### src/hds_pkg.sv
// ----------------------------------------------------------------------------
// hds_pkg: shared types and constants of the heat diffusion stencil step
// Temperature, ratio and grid side types, register indexes, and the issue
// descriptor passed from the sequencer to the update pipeline.
// ----------------------------------------------------------------------------
package hds_pkg;

  // signed Q16.16 temperature
  typedef logic signed [31:0] temp_t;
  // unsigned Q1.16 diffusion ratio
  typedef logic [16:0] ratio_t;
  // grid side as written
  typedef logic [5:0] side_t;

  // N+S+W+E-4T, exact
  typedef logic signed [34:0] lap_t;
  // lap times ratio, exact
  typedef logic signed [52:0] prod_t;

  localparam temp_t TEMP_MIN = {1'b1, {31{1'b0}}};
  localparam temp_t TEMP_MAX = {1'b0, {31{1'b1}}};

  localparam side_t SIDE_MIN   = 6'd3;
  localparam side_t SIDE_RESET = 6'd32;

  // configuration port
  localparam int CFG_IDX_W  = 2;
  localparam int CFG_DATA_W = 17;
  typedef logic [CFG_IDX_W-1:0]  cfg_idx_t;
  typedef logic [CFG_DATA_W-1:0] cfg_data_t;

  localparam cfg_idx_t REG_DIFFUSION_RATIO = 2'd0;
  localparam cfg_idx_t REG_GRID_SIDE       = 2'd1;

  // one issued read of the line store and what to do with it
  typedef struct packed {
    logic valid;     // a result follows from this issue
    logic interior;  // apply the stencil update
    logic t_from_a;  // center value comes from read port A
    logic last;      // final cell of the grid
  } issue_t;

endpackage

### src/hds_update.sv
// ----------------------------------------------------------------------------
// hds_update: stencil update pipeline
// Builds the five-point window from the line store reads, forms the
// Laplacian, scales it by the ratio, saturates, tracks the interior maximum
// and holds the result in the output register.
// ----------------------------------------------------------------------------
module hds_update (
  input  logic                clk,
  input  logic                rst,
  input  logic                adv,
  input  hds_pkg::issue_t     iss,
  input  hds_pkg::temp_t      iss_x,
  input  hds_pkg::temp_t      rd_a,
  input  hds_pkg::temp_t      rd_b,
  input  hds_pkg::ratio_t     ratio,
  input  logic                clear_max,
  output logic                o_valid,
  output hds_pkg::temp_t      o_temp,
  output logic                o_last,
  output hds_pkg::temp_t      o_max
);
  import hds_pkg::*;

  typedef logic signed [37:0] sum_t;
  typedef logic signed [36:0] delta_t;

  localparam sum_t SUM_HI = sum_t'(TEMP_MAX);
  localparam sum_t SUM_LO = sum_t'(TEMP_MIN);

  // stage 1: descriptor aligned with read data
  issue_t s1_iss;
  temp_t  s1_x;
  // window: previous center and previous east of the row above
  temp_t  win_t;
  temp_t  win_e;
  // stage 2
  logic   s2_valid, s2_interior, s2_last;
  temp_t  s2_t;
  lap_t   s2_lap;
  // stage 3
  logic   s3_valid, s3_interior, s3_last;
  temp_t  s3_t;
  prod_t  s3_prod;
  // interior maximum of the grid so far
  temp_t  run_max;

  temp_t  t_sel;
  lap_t   lap;
  prod_t  prod;
  logic signed [17:0] ratio_s;
  delta_t delta;
  sum_t   sum;
  temp_t  sat;
  temp_t  val;
  temp_t  max_cand;

  // window and Laplacian
  always_comb begin
    t_sel = s1_iss.t_from_a ? rd_a : win_e;
    lap   = lap_t'(rd_a) + lap_t'(s1_x) + lap_t'(win_t) + lap_t'(rd_b)
          - (lap_t'(t_sel) <<< 2);
  end

  // scale by ratio
  assign ratio_s = $signed({1'b0, ratio});
  assign prod    = s2_lap * ratio_s;

  // floor to Q16.16, add, saturate, maximum
  always_comb begin
    delta = s3_prod[52:16];
    sum   = sum_t'(s3_t) + sum_t'(delta);
    if (sum > SUM_HI) begin
      sat = TEMP_MAX;
    end else if (sum < SUM_LO) begin
      sat = TEMP_MIN;
    end else begin
      sat = sum[31:0];
    end
    val      = s3_interior ? sat : s3_t;
    max_cand = (s3_interior && (sat > run_max)) ? sat : run_max;
  end

  // control and valid flags
  always_ff @(posedge clk) begin
    if (rst) begin
      s1_iss   <= '0;
      s2_valid <= 1'b0;
      s3_valid <= 1'b0;
      o_valid  <= 1'b0;
      run_max  <= TEMP_MIN;
    end else begin
      if (adv) begin
        s1_iss   <= iss;
        s2_valid <= s1_iss.valid;
        s3_valid <= s2_valid;
        o_valid  <= s3_valid;
      end
      // a grid restart wins over the running update
      if (clear_max) begin
        run_max <= TEMP_MIN;
      end else if (adv && s3_valid) begin
        run_max <= s3_last ? TEMP_MIN : max_cand;
      end
    end
  end

  // payload
  always_ff @(posedge clk) begin
    if (adv) begin
      s1_x        <= iss_x;
      if (s1_iss.valid) begin
        win_t <= t_sel;
        win_e <= rd_b;
      end
      s2_interior <= s1_iss.interior;
      s2_last     <= s1_iss.last;
      s2_t        <= t_sel;
      s2_lap      <= lap;
      s3_interior <= s2_interior;
      s3_last     <= s2_last;
      s3_t        <= s2_t;
      s3_prod     <= prod;
      o_temp      <= val;
      o_last      <= s3_last;
      o_max       <= s3_last ? max_cand : '0;
    end
  end

endmodule

### config.mk
export PLATFORM = sky130hd
export DESIGN_NAME = hds_update
export DESIGN_NICKNAME = d
export VERILOG_FILES = /design/src/hds_pkg.sv /design/src/hds_update.sv
export SDC_FILE = /design/constraint.sdc
export NUM_CORES = 2
export LEC_CHECK = 0
export ABC_CLOCK_PERIOD_IN_PS = 8310
export BUFFER_PORTS_ARGS = -buffer_cell sky130_fd_sc_hd__buf_2
export CAP_MARGIN = 20
export CORE_MARGIN = 5
export CORE_UTILIZATION = 49
export DETAILED_ROUTE_END_ITERATION = 10
export HOLD_SLACK_MARGIN = 0.06
export PLACE_DENSITY = 0.66
export SLEW_MARGIN = 20
export SYNTH_ARGS = -nofsm -noshare
export SYNTH_HDL_FRONTEND = slang
export SYNTH_SLANG_ARGS = --single-unit
export TNS_END_PERCENT = 1
### constraint.sdc
create_clock -name clk -period 8.31 [get_ports clk]
set_clock_uncertainty 0.1 [all_clocks]
set_input_delay 1.2465 -clock clk [delete_from_list [all_inputs] [get_ports clk]]
set_output_delay 1.2465 -clock clk [all_outputs]
set_load 0.02 [all_outputs]
* After elaboration in Yosys (flattened, before gate mapping)
Cells that the tools add are included.
W data, S select, Z words.
** Storage, ports and cells
- Flip-flop bits (word level) :: 356
- Input bits :: 121
- Output and inout port bits :: 66
** Operators by class
- Add/sub/neg operators :: 5
- Multiply operators :: 1
- $lt $le $gt $ge :: 3
- Muxes and demuxes :: 6
- Reductions and logical operators :: 4
** Operators by type and width (count)
- $mux W32 :: 6
- $mul A35 B18 Y53 :: 1
- $add A32 B37 Y38 :: 1
- $gt A38 B32 Y1 const B :: 1
- $lt A38 B32 Y1 const B :: 1
- $add A34 B32 Y35 :: 1
- $sub A35 B34 Y35 :: 1
- $add A33 B32 Y34 :: 1
- $add A32 B32 Y33 :: 1
- $gt A32 B32 Y1 :: 1
- $logic_and A1 B1 Y1 :: 2
- $reduce_and A2 Y1 :: 1
- $reduce_or A2 Y1 :: 1

* Logic depth before layout (Yosys ltp)
- Depth in word-level cells :: 8
- Mapped depth :: 30
- Mapped depth without buffers :: 26

* Worst setup path before layout
No wires, ideal clock.
- Path kind :: input to register
- Start point :: in ratio[3]
- End point :: reg s3_prod[52] (data pin)
- Library setup time :: 0.260 ns
- Arrival time :: 7.157 ns
- Required time :: 7.950 ns
- Path slack :: 0.793 ns
- Stages :: 25
- Cells stage by stage :: clkbuf_1 -> clkbuf_1 -> nand2_1 -> fa_1 -> inv_1 -> fa_1 -> inv_1 -> fa_1 -> inv_1 -> fa_1 -> inv_1 -> fa_1 -> inv_1 -> fa_1 -> ha_1 -> a21oi_1 -> nor2_1 -> a211oi_1 -> a2111oi_0 -> o21ba_2 -> or3_1 -> a31o_2 -> a21o_1 -> a21oi_1 -> xnor2_1
** Between the ends
- Cells in the longest elaborated chain, start to end :: 1
** RTL lines
- from (decl) :: RTL line hds_update.sv:15 : input hds_pkg::ratio_t ratio,
- $mul A35 B18 Y53 :: RTL line hds_update.sv:66 : assign prod = s2_lap * ratio_s;
- via prod[52] :: RTL line hds_update.sv:49 : prod_t prod;
- to (signal assigned) :: RTL line hds_update.sv:122 : s3_prod <= prod;
- to (decl) :: RTL line hds_update.sv:43 : prod_t s3_prod;
The timed path passes the listed nets, and every way through them passes these cells.
A chain may end at the register's enable or synchronous reset.

* Worst setup path after layout
Ends and elaborated chain as after synthesis.

==> metrics.txt <==
status=completed; Port-buffer cells=186; Non-Filler Instances=4,938; post-route ant nets=0; final WL=98,200 um; Worst-Skew Late Latency=0.55 ns; Req. time, crit path=8.49 ns; CP arrival=7.63 ns; gr usage total=24.0%; Nets=4,878; antenna violations before repair=1; Post-synth top flop=edfxtp_1; Synth top area share=34.7%; setup TNS=0 ns; routed length per placed instance=19.9 um; first-pass GRT wire length=155,000 um; Placeable Area=77,500 sq um; die width=290 um; Tightest Pin Transition=1.01 ns; DRT iter0 DRCs=1,933; Root Buffer=clkbuf_16; Core Util, Final=54.0%; share of cells above drive strength 1=10.8%; Resize count post-CTS=0; drt pass-1 iters=6; post-synthesis sequential area ratio=25.6%; CTS tree=done; Synth area leaders=fa_1 (35%), edfxtp_1 (24%), inv_1 (7.8%), ha_1 (7.4%), nand2_1 (5.1%); maximum fanout along the worst path=19; Hold/Removal Path Class=flip-flop to flip-flop; Critical Path End Type=flip-flop; top-count cell post-synth=inv_1; Site Rows=102; Post-synth EDFFs=301; clock sinks=340; FF+latch count, synth=340; synth warn=0; placed cells=4,868; most instantiated cells after synthesis=inv_1 (797), fa_1 (664), nand2_1 (520); final count of hold timing violations=0; post-route cell area=41,800 sq um; synth unique cells=71; post-synth top area cell=fa_1; Period minus WS final=7.45 ns; initial core utilization=49.5%; Final Cycle Share=89.7%; largest net degree at the start of global routing=75; cts hold-fix bufs=0; GP Congestion=0.925; Clk pin slew, worst setup/hold paths=0.06 ns; Die H=290 um; synthesized area per cell=10.3 sq um; Post-Syn Nets=4,717; I/O pin total=187; vias=26.0k; # setup viols final=0; Die ar.=83,900 sq um; area grow syn2layout=9.13%; Fillers=6,811; RSZ-0062 raised after global routing=no; Max-Cap Viols=0; Detailed Place HPWL=80,000 um; global route overflow=0; CTS max path bufs=3; Setup crit start kind=primary input; H-tree depth=2; vias in the first global route=27.5k; Post-Syn Area=38,300 sq um; DR vias/cell=5.26; total CTS buffers=37; DR DRC count=0; FMAX=0.134 GHz; final slew viol count=0; async set or reset register ratio after synthesis=0%; Post-CTS Setup Bufs=0; Syn Inst Count=3,706; Placed Area=40,600 sq um; critical path type=primary input to flip-flop; Slew HR=32.4%
final timing paths:
| kind | start | endpoint | slack [ns] | cells past startpoint |
|---|---|---|---|---|
| worst max-delay path | ratio[3] | s3_prod[52] | 0.86 | 25 |
| worst max register to register | s2_lap[10] | s3_prod[52] | 1.12 | 21 |
| worst min-delay path | s2_t[21] | s3_t[21] | 0.31 | 0 |
| worst min register to register | s2_t[21] | s3_t[21] | 0.31 | 0 |
stage by stage:
stage	setup slack (ns)	hold slack (ns)
floorplan	0.793	0.300
global placement	0.334	0.302
detailed placement	0.268	0.305
CTS	0.844	0.319
global route	0.528	0.325
finish	0.858	0.310
cells by family (layout without fill, tap and decap cells):
kind of cell             after synthesis  count (layout)  share of synthesized area [%]
flip-flops                           340             340                           25.6
AO/OA/AOI/OAI                        444             444                           7.72
other                                  0               2                              0
multiplexers                          40              40                           1.16
XOR/XNOR                             112             112                           2.56
AND/OR/NAND/NOR                      936             936                           11.3
adder cells (fa/ha/maj)              890             890                           42.1
buffers and inverters                944            1134                           9.55
critical path, cell delays in order:
cell and delay (ns):
buf_2 0.38, nand2_1 0.16, fa_1 0.58, inv_1 0.06, fa_1 0.52, inv_1 0.05
fa_1 0.49, inv_1 0.05, fa_1 0.52, inv_1 0.05, fa_1 0.47, inv_1 0.05
fa_1 0.35, ha_1 0.31, a21oi_1 0.19, nor2_1 0.08, a211oi_1 0.42, a2111oi_2 0.14
buf_4 0.19, o21ba_2 0.20, or3_1 0.36, a31o_2 0.28, a21o_1 0.19, a21oi_1 0.17
xnor2_1 0.09
per-layer routing:
metal | GRT usage (%) | up-vias | routed length (um)
met2 | 40.2 | 760 | 47100
met1 | 32.9 | 13200 | 41800
met4 | 5.96 | 2 | 2890
met3 | 4.19 | 167 | 6440
li1 | - | 11900 | -
met5 | 0 | - | 20
sequential cells by signal, summed over array words and instances (netlist names), 4 cells and up:
| register | flops |
|---|---|
| s3_t | 32 |
| s2_lap | 35 |
| win_t | 32 |
| run_max | 32 |
| o_temp | 32 |
| s2_t | 32 |
| win_e | 32 |
| o_max | 32 |
| s1_iss | 4 |
| s3_prod | 37 |
| s1_x | 32 |
cell type report:
cell class,count,area (sq um),area share (%)
clock buffer,44,973,2.33
timing repair buffer,269,1600,3.83
sequential,340,9820,23.5
antenna,2,5.00,0.0120
inverter,797,2990,7.15
clock inverter,24,272,0.649
tap,1040,1300,3.11
multi-input combinational,2422,24900,59.4
cell usage in the layout (no fill, tap or decap), types with 6 or more instances in the layout:
master	n
a211oi_1	8
clkbuf_1	6
xnor2_1	75
nand3_1	20
a21oi_2	41
nand2_1	520
nor2_1	90
nor2b_1	8
dfxtp_1	38
nand4_1	22
a31oi_1	9
buf_4	80
o21ai_0	91
o21bai_1	12
a21o_1	55
o21a_1	11
clkbuf_16	38
nand2b_1	12
xor2_1	37
edfxtp_1	301
a221o_1	28
fa_1	664
and2_1	215
inv_1	797
ha_1	226
mux2_2	35
a21oi_1	134
buf_2	185
o211ai_1	14
or3_1	7
nor3_1	16
Power is not shown: default switching activity piles up to over one toggle a cycle in this logic, so the estimate is an artifact.
